==> src/rtl/core/swmm_pkg.sv <==
// ============================================================================
// swmm_pkg
// Shared constants, types and register codes of the sliding window min/max.
// ============================================================================
`default_nettype none

package swmm_pkg;

    localparam int WINDOW_MAX   = 64;
    localparam int SAMPLE_WIDTH = 32;
    localparam int AGE_W        = (WINDOW_MAX > 1) ? $clog2(WINDOW_MAX) : 1;
    localparam int CNT_W        = $clog2(WINDOW_MAX + 1);
    localparam int CFG_W        = 7;
    localparam int SPAN_W       = CFG_W + CNT_W;
    localparam int ADDR_W       = 4;
    localparam int DATA_W       = 32;

    localparam logic [CFG_W-1:0] WL_RESET = CFG_W'(16);
    localparam logic [CFG_W-1:0] MC_RESET = CFG_W'(1);

    typedef enum logic [1:0] {
        REG_WINDOW_LENGTH = 2'd0,
        REG_MIN_COUNT     = 2'd1,
        REG_MAX_MODE      = 2'd2
    } t_reg_idx;

    typedef enum logic [2:0] {
        ST_IDLE = 3'b001,
        ST_SCAN = 3'b010,
        ST_HOLD = 3'b100
    } t_state;

    typedef struct packed {
        logic [CFG_W-1:0] window_length;
        logic [CFG_W-1:0] min_count;
        logic             max_mode;
    } t_cfg;

    // running extreme handed from cell to cell
    typedef struct packed {
        logic                           valid;
        logic                           found;
        logic signed [SAMPLE_WIDTH-1:0] best;
        logic [AGE_W-1:0]               age;
        logic [CNT_W-1:0]               count;
    } t_token;

    typedef struct packed {
        logic signed [SAMPLE_WIDTH-1:0] extreme;
        logic [AGE_W-1:0]               extreme_age;
        logic                           result_valid;
    } t_result;

endpackage

`default_nettype wire

==> src/rtl/core/swmm_cfg.sv <==
// ============================================================================
// swmm_cfg
// APB register file: window length, minimum count and min/max mode.
// ============================================================================
`default_nettype none

module swmm_cfg import swmm_pkg::*; (
    input  wire logic              i_clk,
    input  wire logic              i_rst_n,
    input  wire logic              psel,
    input  wire logic              penable,
    input  wire logic              pwrite,
    input  wire logic [ADDR_W-1:0] paddr,
    input  wire logic [DATA_W-1:0] pwdata,
    output logic      [DATA_W-1:0] prdata,
    output logic                   pready,
    output t_cfg                   o_cfg
);

    t_cfg r_cfg;
    logic w_wr;

    assign pready = 1'b1;
    assign w_wr   = psel && penable && pwrite;
    assign o_cfg  = r_cfg;

    always_ff @(posedge i_clk) begin
        if (!i_rst_n) begin
            r_cfg.window_length <= WL_RESET;
            r_cfg.min_count     <= MC_RESET;
            r_cfg.max_mode      <= 1'b0;
        end else if (w_wr) begin
            case (paddr[ADDR_W-1:2])
                REG_WINDOW_LENGTH: r_cfg.window_length <= pwdata[CFG_W-1:0];
                REG_MIN_COUNT:     r_cfg.min_count     <= pwdata[CFG_W-1:0];
                REG_MAX_MODE:      r_cfg.max_mode      <= pwdata[0];
                default: ;
            endcase
        end
    end

    always_comb begin
        case (paddr[ADDR_W-1:2])
            REG_WINDOW_LENGTH: prdata = DATA_W'(r_cfg.window_length);
            REG_MIN_COUNT:     prdata = DATA_W'(r_cfg.min_count);
            REG_MAX_MODE:      prdata = DATA_W'(r_cfg.max_mode);
            default:           prdata = '0;
        endcase
    end

endmodule

`default_nettype wire

==> config.mk <==
export PLATFORM = sky130hd
export DESIGN_NAME = swmm_cfg
export DESIGN_NICKNAME = d
export VERILOG_FILES = /design/src/rtl/core/swmm_pkg.sv /design/src/rtl/core/swmm_cfg.sv
export SDC_FILE = /design/constraint.sdc
export NUM_CORES = 1
export LEC_CHECK = 0
export BUFFER_PORTS_ARGS = -buffer_cell sky130_fd_sc_hd__buf_2
export CAP_MARGIN = 40
export CORE_MARGIN = 4
export CORE_UTILIZATION = 36
export CTS_BUF_LIST = sky130_fd_sc_hd__clkbuf_16
export CTS_CLUSTER_DIAMETER = 40
export DETAILED_ROUTE_END_ITERATION = 7
export PLACE_DENSITY_LB_ADDON = 0.1
export SETUP_SLACK_MARGIN = 0.4
export SLEW_MARGIN = 20
export SYNTH_ARGS = -nofsm -noshare
export SYNTH_HDL_FRONTEND = slang
export SYNTH_SLANG_ARGS = --single-unit
==> constraint.sdc <==
create_clock -name i_clk -period 1.1 [get_ports i_clk]
set_input_delay 0.11 -clock i_clk [delete_from_list [all_inputs] [get_ports i_clk]]
set_output_delay 0.11 -clock i_clk [all_outputs]
set_load 0.005 [all_outputs]
==> flow_summary_export.csv <==
group,metric,value,unit
outcome,status,"completed",
synth,synth.top_cell.area_share,32.1,%
pwr,p_leak,0.000752,uW
synth,muxShareOfSynthArea,22.5,%
cts,clk_latency,0.24,ns
cts,clk_pin_slew,0.05,ns
synth,synthAdderAreaFrac,0,%
pwr,pwr-share-comb,14.4,%
worst_setup_path,r2r-start,"o_cfg[10]$_SDFFE_PN0P_",
layout,largest_register_ffs,15,
synth,synth_top_area_cell,"dfxtp_1",
global_routing,grt_pass1_vias,760,
global_routing,grt_max_degree,24,
pwr,clockPowerShare,47.7,%
cts,cts_buffers,3,
synth,synth_commonest_cells,"26 x buf_4, 21 x mux2i_1, 20 x nand2_1",
cts,cts-htree-levels,1,
worst_setup_path,arrival,0.88,ns
pwr,power,1470,uW
worst_hold_path,holdPathEnd,"o_cfg[5]$_SDFFE_PN0P_",
global_routing,overflow,0,
placed_design,port_buffers,35,
global_routing,antenna_found_initial,0,
worst_setup_path,reg2reg_depth,4,
die,die_height,59.0,um
synth,ys_seq_area_share,32.1,%
die,core,0.00248,mm2
timing,fmax,1010,MHz
drt,drt_first_pass_iters,3,
synth,yosys.cell_types.count,21,
synth,synth-main-ff-cell,"dfxtp_1",
timing,finalSetupViolCount,0,
placed_design,gp_congestion,0.728,
worst_setup_path,crit_path_end_kind,"output port",
placed_design,dp.cells,175,
timing,final_hold_viol_count,0,
layout,layout-drive-gt1-share,54.9,%
drt,via_per_inst,4.27,
synth,synth_seq_cells,15,
synth,synth_simple_gate_area_share,17.1,%
layout,post-route-util,61.8,%
die,initial_utilization,37.7,%
pwr,p_sw,329,uW
synth,synth-xor-area-share,0,%
worst_setup_path,cp_max_fo,2,
drt,drt_wl_total,2.20,mm
cts,root_buffer,"clkbuf_16",
worst_hold_path,holdCritStartpoint,"pwdata[4]",
pwr,swShare,22.3,%
placed_design,hpwl,1.54,mm
synth,async_flop_share,0,%
cts,cts_tree,"yes",
drt,route.detailed.drc,0,
cts,clock_path_buffers,2,
drt,via_count,829,
global_routing,grt_pass1_wl,3.33,mm
worst_setup_path,reg2reg_slack,0.32,ns
synth,netlist_area,935,um2
drt,routedWlPerCell,11.3,um
global_routing,track_usage,12.6,%
pwr,vdd_drop_max,0.000774,V
timing,tns,0,ns
worst_hold_path,worstHoldPathCells,3,
timing,grt_setup_unrepaired,"yes",
layout,area_growth,63.7,%
worst_hold_path,holdCritPathClass,"input port to flop",
synth,synth_compound_area_share,2.14,%
pwr,seqPwrFrac,37.9,%
die,die-width,59.0,um
layout,fin_nets,206,
die,rows,18,
synth,synth_edf_count,0,
synth,synth_top_family_by_area,"buffers and inverters",
pwr,cellPowerDensity,963,mW/mm2
synth,avgSynthCellArea,8.65,um2
timing,fin_crit,0.994,ns
synth,synth_most_common_cell,"buf_4",
layout,final_cell_area,0.00153,mm2
worst_setup_path,timing.rr.end,"o_cfg[10]$_SDFFE_PN0P_",
pwr,p_int,1150,uW
die,pin_count,89,
timing,finalMaxSlewViolations,0,
timing,finClkSkew,0,ns
synth,synth.area.top_cells,"dfxtp_1 32%, mux2i_1 22%, buf_4 21%",
layout,antenna-diode-count,0,
layout,stdcell_count,194,
timing,min_period_over_period,90.3,%
worst_setup_path,path_class,"flop to output port",
cts,cts.sinks,15,
placed_design,dpl_cell_area,0.00110,mm2
run,max_cap_viol_count,0,
drt,drt_iter0_markers,9,
worst_setup_path,cp-start-kind,"flop",
synth,synthCells,108,
synth,yosys_warnings,0,
worst_setup_path,required,0.99,ns
die,die_area,0.00348,mm2
drt,ant_nets,0,
per-stage QoR:
stage / setup slack, ns / hold WS, ns
after floorplan: 0.143 / 0.252
after global routing: 0.0406 / 0.138
after CTS: 0.103 / 0.115
after detailed placement: 0.0300 / 0.387
final: 0.106 / 0.119
after global placement: 0.0326 / 0.374
cells by family after synthesis:
| kind of cell | count (synthesis) |
|---|---|
| buf+inv | 33 |
| mux | 21 |
| flops | 15 |
| simple gates | 34 |
| compound gates | 3 |
| other cells | 2 |
how the worst max path moves through the flow:
stage / slack (ns) / to / startpoint / depth (start not counted)
final: 0.11 / prdata[0] / o_cfg[1]$_SDFFE_PN1P_ / 3
after global routing: 0.04 / prdata[2] / o_cfg[3]$_SDFFE_PN0P_ / 3
after CTS: 0.10 / prdata[0] / o_cfg[1]$_SDFFE_PN1P_ / 3
after detailed placement: 0.03 / o_cfg[7]$_SDFFE_PN0P_ / paddr[2] / 4
after global placement: 0.03 / o_cfg[4]$_SDFFE_PN0P_ / paddr[2] / 4
after floorplan: 0.14 / o_cfg[4]$_SDFFE_PN0P_ / paddr[2] / 5
final cells by class:
class / count / area [um2]
Inverter: 2 / 12.5
Tap cell: 30 / 37.5
Timing Repair Buffer: 59 / 547
Clock buffer: 3 / 75.1
Multi-Input combinational cell: 84 / 534
Sequential cell: 15 / 319
Clock inverter: 1 / 5.00
Fill cell: 219 / 947
worst max-delay path, stage by stage, from the launching register on:
cell	delay (ns)
dfxtp_2	0.32
mux2i_1	0.13
o21ai_1	0.07
buf_2	0.12
cell usage in the layout, fill, tap and decap left out, types with 2 or more instances in the layout:
cell type and n:
buf_2 19, buf_4 4, buf_6 33, buf_8 2, clkbuf_16 3, conb_1 26, dfxtp_2 15, mux2i_1 21
nand2_1 14, nand2_2 6, nor2_1 6, nor2b_1 2
timing repair:
action	CTS	global route
pin swaps	4	5
setup buffers	13	1
endpoints found under the hold margin	0	0
resized for setup	52	13
endpoints found under the setup margin	37	36
cloned	1	0
hold buffers	0	0
power by group through the flow:
stage	Clock, uW	Sequential [uW]	Combinational [uW]
floorplan	0	568	159
global placement	0	568	155
detailed placement	0	568	158
CTS	723	558	200
global route	746	558	233
finish	702	559	213
per-layer routing:
metal	track usage [%]	vias up	share of wire (%)
met1	15.4	372	40
met5	0	-	0
met3	3.95	4	10
met2	20.2	39	48
met4	5.83	0	1.4
li1	-	414	-
Power figures use the tool's default switching activity.
