<file path="src/rtl/core/swmm_pkg.sv">
// ============================================================================
// swmm_pkg
// Shared constants, types and register codes of the sliding window min/max.
// ============================================================================
`default_nettype none

package swmm_pkg;

    localparam int WINDOW_MAX   = 64;
    localparam int SAMPLE_WIDTH = 32;
    localparam int AGE_W        = (WINDOW_MAX > 1) ? $clog2(WINDOW_MAX) : 1;
    localparam int CNT_W        = $clog2(WINDOW_MAX + 1);
    localparam int CFG_W        = 7;
    localparam int SPAN_W       = CFG_W + CNT_W;
    localparam int ADDR_W       = 4;
    localparam int DATA_W       = 32;

    localparam logic [CFG_W-1:0] WL_RESET = CFG_W'(16);
    localparam logic [CFG_W-1:0] MC_RESET = CFG_W'(1);

    typedef enum logic [1:0] {
        REG_WINDOW_LENGTH = 2'd0,
        REG_MIN_COUNT     = 2'd1,
        REG_MAX_MODE      = 2'd2
    } t_reg_idx;

    typedef enum logic [2:0] {
        ST_IDLE = 3'b001,
        ST_SCAN = 3'b010,
        ST_HOLD = 3'b100
    } t_state;

    typedef struct packed {
        logic [CFG_W-1:0] window_length;
        logic [CFG_W-1:0] min_count;
        logic             max_mode;
    } t_cfg;

    // running extreme handed from cell to cell
    typedef struct packed {
        logic                           valid;
        logic                           found;
        logic signed [SAMPLE_WIDTH-1:0] best;
        logic [AGE_W-1:0]               age;
        logic [CNT_W-1:0]               count;
    } t_token;

    typedef struct packed {
        logic signed [SAMPLE_WIDTH-1:0] extreme;
        logic [AGE_W-1:0]               extreme_age;
        logic                           result_valid;
    } t_result;

endpackage

`default_nettype wire

</file>
<file path="src/rtl/core/swmm_cell.sv">
// ============================================================================
// swmm_cell
// One history slot of the chain plus one step of the extreme scan.
// ============================================================================
`default_nettype none

module swmm_cell import swmm_pkg::*; (
    input  wire logic                           i_clk,
    input  wire logic                           i_rst_n,
    input  wire logic                           i_shift,
    input  wire logic signed [SAMPLE_WIDTH-1:0] i_value,
    input  wire logic                           i_present,
    output logic signed      [SAMPLE_WIDTH-1:0] o_value,
    output logic                                o_present,
    input  wire logic [AGE_W-1:0]               i_idx,
    input  wire logic [AGE_W-1:0]               i_last,
    input  wire logic                           i_max_mode,
    input  wire t_token                         i_tok,
    output t_token                              o_tok,
    output logic                                o_fin
);

    logic signed [SAMPLE_WIDTH-1:0] r_value;
    logic                           r_present;
    t_token                         r_tok;
    t_token                         n_tok;
    logic                           r_fin;
    logic                           n_fin;
    logic                           w_use;
    logic                           w_better;

    assign o_value   = r_value;
    assign o_present = r_present;
    assign o_tok     = r_tok;
    assign o_fin     = r_fin;

    always_ff @(posedge i_clk) begin
        if (i_shift) begin
            r_value   <= i_value;
            r_present <= i_present;
        end
    end

    // scanning newest to oldest: only a strictly better sample replaces
    always_comb begin
        w_use    = i_tok.valid && r_present;
        w_better = !i_tok.found ||
                   (i_max_mode ? (r_value > i_tok.best) : (r_value < i_tok.best));
        n_tok       = i_tok;
        n_tok.valid = i_tok.valid && (i_idx != i_last);
        n_tok.found = i_tok.found || w_use;
        n_tok.count = i_tok.count + CNT_W'(w_use);
        if (w_use && w_better) begin
            n_tok.best = r_value;
            n_tok.age  = i_idx;
        end
        n_fin = i_tok.valid && (i_idx == i_last);
    end

    always_ff @(posedge i_clk) begin
        if (!i_rst_n) begin
            r_tok.valid <= 1'b0;
            r_fin       <= 1'b0;
        end else begin
            r_tok <= n_tok;
            r_fin <= n_fin;
        end
    end

endmodule

`default_nettype wire

</file>
<file path="config.mk">
export PLATFORM = sky130hd
export DESIGN_NAME = swmm_cell
export DESIGN_NICKNAME = d
export VERILOG_FILES = /design/src/rtl/core/swmm_pkg.sv /design/src/rtl/core/swmm_cell.sv
export SDC_FILE = /design/constraint.sdc
export NUM_CORES = 1
export LEC_CHECK = 0
export ABC_AREA = 1
export BUFFER_PORTS_ARGS = -buffer_cell sky130_fd_sc_hd__buf_2
export CELL_PAD_IN_SITES_DETAIL_PLACEMENT = 1
export CELL_PAD_IN_SITES_GLOBAL_PLACEMENT = 1
export CORE_MARGIN = 4
export CORE_UTILIZATION = 35
export DETAILED_ROUTE_END_ITERATION = 6
export GPL_ROUTABILITY_DRIVEN = 0
export GPL_TIMING_DRIVEN = 0
export PLACE_DENSITY_LB_ADDON = 0.08
export SYNTH_ARGS = -nofsm -noshare
export SYNTH_HDL_FRONTEND = slang
export SYNTH_SLANG_ARGS = --single-unit
</file>
<file path="constraint.sdc">
create_clock -name i_clk -period 2.4 [get_ports i_clk]
set_input_delay 0.48 -clock i_clk [delete_from_list [all_inputs] [get_ports i_clk]]
set_output_delay 0.48 -clock i_clk [all_outputs]
set_load 0.01 [all_outputs]
</file>
==> qor.txt, run 1 <==
Status: completed
Synthesized-area fraction occupied by adder cells: 10.5%
Top delay family on crit path: simple AND/OR/NAND/NOR gates
CTS tree: done
Critical path type: flop to flop
DIE WIDTH: 116 µm
Part of the Yosys area used for sequential elements: 59.4%
HPWL after detailed placement: 8770 µm
Max Cap Viol: 0
Sequential fraction of design power: 47.4%
Worst setup EP type: flop
Mapped Cells: 390
Relative slew slack: 24.0%
Max clock buf depth: 2
RSZ-0062 raised after global routing: yes
Initial Util: 35.7%
Final min period: 2.40 ns
Setup violations, final: 0
Port-buffer cells: 176
Nets: 724
Hold_sp: i_value[21]
Initial antenna violation count: 0
Max Slew Vio Count: 0
Clock power frac: 32.2%
Reg2reg end: o_tok[36]$_DFFE_PP_
DRC: 0
Diode count: 0
Beginning of the critical path: o_value[25]$_DFFE_PP_
R2R depth: 16
Period utilization: 99.9%
Share of flip-flops with an asynchronous set or reset: 0%
Layout cells sized above 1: 44.1%
Yosys reg bits: 81
Io pins: 177
DRT antenna net count: 0
Cell row count: 39
Switch share: 26.6%
Largest net degree at the start of global routing: 49
Worst EP arrival: 2.49 ns
Switching power: 979 µW
YS warnings: 0
Final instance area: 0.00579 mm²
Reg2reg setup slack: 0.001 ns
Core area: 0.0114 mm²
H-Tree Depth: 3
FF+latch area: 0.00241 mm²
Comb power frac: 20.4%
Hold Fails Final Rpt: 0
Gr usage total: 17.6%
Combinational family with the most area after synthesis: simple AND/OR/NAND/NOR gates
Synth Area in Compound Gates: 2.53%
Post-synthesis mux area share: 0%
Number of synthesized flops with an enable pin: 79
Fmax: 417 MHz
Post-synthesis cell area: 0.00406 mm²
Initial DRT Pass Iterations: 4
Worst min-delay path class: input port to flop
CP dominant cell by count: nand2_1
Avg Cell Area, Syn: 10.4 µm²
Simple-gate share of the synthesized area: 19.2%
Full die area: 0.0134 mm²
Startpoint type of the worst setup path: flop
Main synth FF type: edfxtp_1
P_int: 2700 µW
CP cell instances: ha_1, nand2_1, nor2_1, and2_4, and3_4, nand2_2, nand2_1, nand2_1, nand2_1, nand2_1, nand3_2, nand2_2, buf_6, clkbuf_16, nand2_2, nand2_1
Max incr delay on CP: 0.42 ns
Multi-input logic area: 0.00163 mm²
Drt via density: 4.71
Bufs and invs on worst path: 2
Worst flop-to-flop path startpoint: o_value[25]$_DFFE_PP_
Global route overflow: 0
Aggregate routed wire length: 12,000 µm
Vias in the first global route: 3,674
Worst Tran Pin Value: 1.14 ns
Routed WL per cell: 16.3 µm
Hold Path Sink: o_value[21]$_DFFE_PP_
Slowest-stage cell, CP: edfxtp_1
Syn_nets: 520
CTS buffer count: 9
Maximum VDD drop: 0.489 mV
CTS Root Cell: clkbuf_16
Pwr dens: 636 mW/mm²
Clock skew: 0.00526 ns
Fillers: 1,331
Die Height: 116 µm
Final hold slack: 0.314 ns
CTS clk-pin slew, worst paths: 0.06 ns
P&R area growth vs syn: 42.8%
Maximum fanout along the worst path: 5
CP required: 2.50 ns
Hold Path Stages: 1
1st-iter DRT viols: 83
Xor and xnor area share after synthesis: 2.16%
Final core utilization: 51.0%
Sink Count: 81
Cts hold-fix bufs: 0
Leakage power: 0.00286 µW
Placed Area: 0.00512 mm²
Worst-skew pair later-pin latency: 0.34 ns
Yosys cell types: 26
First-pass GRT wire length: 18,000 µm
Via count: 3,478
-- what timing repair did --
| action | in CTS | in global routing |
|---|---|---|
| gates resized for setup | 10 | 54 |
| setup buffers | 7 | 9 |
| pin swaps | 4 | 14 |
| gates cloned | 0 | 1 |
| endpoints found under the setup margin | 30 | 38 |
-- synth_stat cells (2+ instances only) --
cell      number  area, µm²
a21oi_1       14       70.1
buf_2          2       10.0
buf_4          4       30.0
buf_6          2       22.5
clkbuf_1       3       11.3
dfxtp_1        2       40.0
edfxtp_1      79       2370
ha_1          34        425
inv_1         46        173
nand2_1      121        454
nand3_1       44        220
nor2_1        16       60.1
o21ai_0        2       10.0
xnor2_1        2       17.5
xor2_1         8       70.1
-- stage by stage --
| step | TNS [ns] | setup WS, ns | cells | power [µW] |
|---|---|---|---|---|
| 2_1_floorplan | 0 | 0.162 | 390 | 2080 |
| 3_5_place_dp | -7.60 | -0.288 | 709 | 2410 |
| 5_1_grt | -4.58 | -0.165 | 739 | 3890 |
| 6_report | 0 | 0.00147 | 739 | 3680 |
| 3_3_place_gp | -4.79 | -0.203 | 709 | 2380 |
| 4_1_cts | 0 | 0.000346 | 729 | 3630 |
-- layout make-up --
cell class                 instances  share of cell area [%]
buffer                            12                    1.88
tap                              143                    3.09
timing repair buffer             193                    18.1
multi-input combinational        251                    28.1
inverter                          46                    2.98
clock buffer                      11                    4.02
clock inverter                     2                   0.151
sequential                        81                    41.6
-- cells in the final DEF, fill, tap and decap left out, drive strengths merged --
| master | instances |
|---|---|
| a21oi | 14 |
| ha | 34 |
| xor2 | 8 |
| or2 | 1 |
| and2 | 1 |
| nor4 | 1 |
| nand4 | 1 |
| o21a | 1 |
| nor2 | 16 |
| buf | 201 |
| and3 | 1 |
| o21ai | 2 |
| a21o | 1 |
| o211ai | 1 |
| nand3 | 45 |
| clkbuf | 15 |
| nand2 | 121 |
| nor3 | 1 |
| dfxtp | 2 |
| inv | 46 |
| clkinv | 2 |
| xnor2 | 2 |
| edfxtp | 79 |
-- routing by layer --
layer / vias up / wire, µm / GRT usage, % / part of all wire (%)
li1: 1713 / - / - / -
met1: 1638 / 4700 / 19.8 / 39
met2: 115 / 6270 / 32.2 / 52
met3: 12 / 916 / 5.80 / 7.6
met4: 0 / 127 / 4.64 / 1.1
met5: - / 0 / 0 / 0
-- power by group through the flow --
stage	clock, µW	combinational (µW)	sequential [µW]
3_5_place_dp	0	631	1770
6_report	1190	753	1750
3_3_place_gp	0	611	1770
2_1_floorplan	0	261	1820
5_1_grt	1290	843	1760
4_1_cts	1210	668	1750
-- state kept, by name (all words and copies together), names as in the netlist --
register,flops
o_fin,1
o_value,32
o_tok,47
o_present,1
-- logic make-up (layout without fill, tap and decap cells) --
family	Yosys count	count (layout)
and+or+nand+nor	188	188
DFF	81	81
buffers and inverters	58	264
adders and majority gates	34	34
AOI/OAI and AO/OA	19	19
xor gates and xnor gates	10	10
-- how the worst max path moves through the flow --
stage	cells after the start	endpoint	slack (ns)
finish	16	o_tok[36]$_DFFE_PP_	0.001
global route	20	o_tok[36]$_DFFE_PP_	-0.16
CTS	14	o_tok[39]$_DFFE_PP_	0.0003
detailed placement	18	o_tok[31]$_DFFE_PP_	-0.29
global placement	18	o_tok[29]$_DFFE_PP_	-0.20
floorplan	17	o_tok[35]$_DFFE_PP_	0.16
No activity file was read; power rests on OpenSTA's default activity.
==> run 2: changes to the inputs <==
- CORE_ASPECT_RATIO: not set -> 2
==> run 2 against run 1 <==
Against the previous run: routed wire length rose by 6.5%; sequential cell count did not move; final area rose by 3.6%; via count rose by 2.6%; fmax barely moved; clock skew rose by 0.0065 ns.
==> qor.txt, run 2 (synthesized netlist as in run 1, its figures left out) <==
Max incr delay on CP: 0.47 ns (+0.05 ns)
Clock skew: 0.0118 ns (+0.00655 ns)
Routed WL per cell: 17.1 µm (+4.9%)
Final min period: 2.40 ns (-0.00121 ns)
CP cell instances: ha_4, nand2_4, nor2_4, and2_4, and3_4, nand2_4, nand2_2, nand2_2, nand2_1, nand2_1, nand3_2, nand2_2, buf_8, clkbuf_16, nand2_1, nand2_1
1st-iter DRT viols: 108 (+30%)
Hold Fails Final Rpt: 0 (unchanged)
H-Tree Depth: 3 (unchanged)
Maximum VDD drop: 0.440 mV (-10%)
CP required: 2.49 ns (about the same)
Max Cap Viol: 0 (unchanged)
Reg2reg end: o_tok[26]$_DFFE_PP_
Final instance area: 0.00600 mm² (+3.6%)
CTS clk-pin slew, worst paths: 0.06 ns (about the same)
Worst setup EP type: flop
HPWL after detailed placement: 9240 µm (+5.3%)
Fmax: 417 MHz (about the same)
Cts hold-fix bufs: 0 (unchanged)
Diode count: 0 (unchanged)
CTS Root Cell: clkbuf_16
Critical path type: flop to flop
Commonest cells after routing, fill and taps aside: 178 x buf_2, 103 x nand2_1, 79 x edfxtp_1, 44 x inv_1, 43 x nand3_1
Core area: 0.0114 mm² (-0.13%)
Reg2reg setup slack: 0.003 ns (about the same)
Via count: 3,569 (+2.6%)
Sink Count: 81 (unchanged)
Initial antenna violation count: 0 (unchanged)
DRT antenna net count: 0 (unchanged)
Cell row count: 55 (+41%)
Io pins: 177 (unchanged)
Slowest-stage cell, CP: edfxtp_1
Gr usage total: 18.4% (+0.74 points)
Worst flop-to-flop path startpoint: o_value[31]$_DFFE_PP_
CTS tree: done
Worst min-delay path class: input port to flop
Port-buffer cells: 176 (unchanged)
CTS buffer count: 9 (unchanged)
Nets: 733 (+1.2%)
Crit path capture: o_tok[26]$_DFFE_PP_
Setup violations, final: 0 (unchanged)
Worst EP arrival: 2.49 ns (about the same)
CP dominant cell by count: nand2_1
Fillers: 1,314 (-1.3%)
Initial DRT Pass Iterations: 4 (unchanged)
Aggregate routed wire length: 12,800 µm (+6.5%)
First-pass GRT wire length: 19,100 µm (+6.2%)
Global route overflow: 0 (unchanged)
Relative slew slack: 21.4% (-2.6 points)
Placed Cells: 708 (-0.14%)
Max Slew Vio Count: 0 (unchanged)
Full die area: 0.0135 mm² (+0.78%)
DRC: 0 (unchanged)
Largest register FFs: 47 (unchanged)
Maximum fanout along the worst path: 7 (+2)
Startpoint type of the worst setup path: flop
P&R area growth vs syn: 47.9%
Worst Tran Pin Value: 1.18 ns (+0.0383 ns)
Commonest non-fill, non-tap cell in the layout: buf_2
Max clock buf depth: 2 (unchanged)
R2R depth: 16 (unchanged)
Layout cells sized above 1: 44.9% (+0.77 points)
Cell Count, Final, Fillers Out: 750 (+1.5%)
Vias in the first global route: 3,872 (+5.4%)
Die Height: 160 µm (+39%)
Largest net degree at the start of global routing: 49 (unchanged)
Leakage power: 0.00294 µW (+2.8%)
Initial Util: 35.7% (+0.047 points)
Beginning of the critical path: o_value[31]$_DFFE_PP_
Drt via density: 4.76 (+1.1%)
Pwr dens: 663 mW/mm² (+4.3%)
Status: completed
DIE WIDTH: 84.1 µm (-27%)
Placed Area: 0.00512 mm² (about the same)
RSZ-0062 raised after global routing: yes
Worst-skew pair later-pin latency: 0.34 ns (about the same)
Period utilization: 99.9% (about the same)
## run 2: changes by cell type in the layout (fill, tap and decap cells not counted), moves of 3 or more
cell	previous run	this run
a21oi_1	10	7
nand2_1	87	103
buf_4	14	23
ha_1	27	19
ha_4	7	15
nand2_2	29	15
## run 2: metrics by stage
stage	setup WS [ns]	util, %	setup TNS (ns)	total power [µW]	hold slack [ns]
6_report	0.00268	52.9	0	3980	0.314
4_1_cts	0.00129	48.7	0	3910	0.300
5_1_grt	-0.154	52.9	-4.52	4180	0.300
3_3_place_gp	-0.192	45.1	-4.63	2390	0.601
3_5_place_dp	-0.245	45.1	-6.33	2410	0.607
2_1_floorplan	0.162	-	0	2080	0.579
## run 2: timing repair
action,in CTS,in global routing
gates cloned,0,2
setup buffers,7,17
gates resized for setup,8,53
endpoints found under the setup margin,25,39
pin swaps,6,21
## run 2: cell type report
type | count | area [µm²] | area share (%)
Clock buffer | 12 | 236 | 3.94
Multi-Input combinational cell | 251 | 1700 | 28.4
Buffer | 12 | 108 | 1.79
Sequential cell | 81 | 2410 | 40.2
Tap cell | 142 | 178 | 2.96
Timing Repair Buffer | 202 | 1120 | 18.7
Inverter | 46 | 173 | 2.88
Clock inverter | 4 | 70.1 | 1.17
## run 2: critical path: cells and delay by family (launching register included)
family / cells / cell delay, ns
simple gates: 13 / 1.04
buf+inv: 2 / 0.30
fa+ha+maj: 1 / 0.32
flops: 1 / 0.47
## run 2: worst min-delay path by stage
stage,startpoint,end,cells after the start
5_1_grt,i_value[5],o_value[5]$_DFFE_PP_,1
6_report,i_value[24],o_value[24]$_DFFE_PP_,1
3_3_place_gp,o_value[19]$_DFFE_PP_,o_tok[32]$_DFFE_PP_,2
3_5_place_dp,o_value[19]$_DFFE_PP_,o_tok[32]$_DFFE_PP_,2
4_1_cts,i_value[26],o_value[26]$_DFFE_PP_,1
2_1_floorplan,i_present,o_present$_DFFE_PP_,0
## run 2: power breakdown
| group | switching (µW) | total [µW] | internal [µW] |
|---|---|---|---|
| Clock | 536 | 1450 | 909 |
| Sequential | 59.6 | 1750 | 1690 |
| Combinational | 427 | 785 | 358 |
| Total | 1020 | 3980 | 2960 |
## run 2: layer usage
layer / vias to the layer above / routed length, µm / track usage (%)
li1: 1727 / - / -
met1: 1716 / 4200 / 17.5
met2: 105 / 7590 / 36.6
met3: 21 / 677 / 4.06
met4: 0 / 321 / 7.10
met5: - / 0 / 0
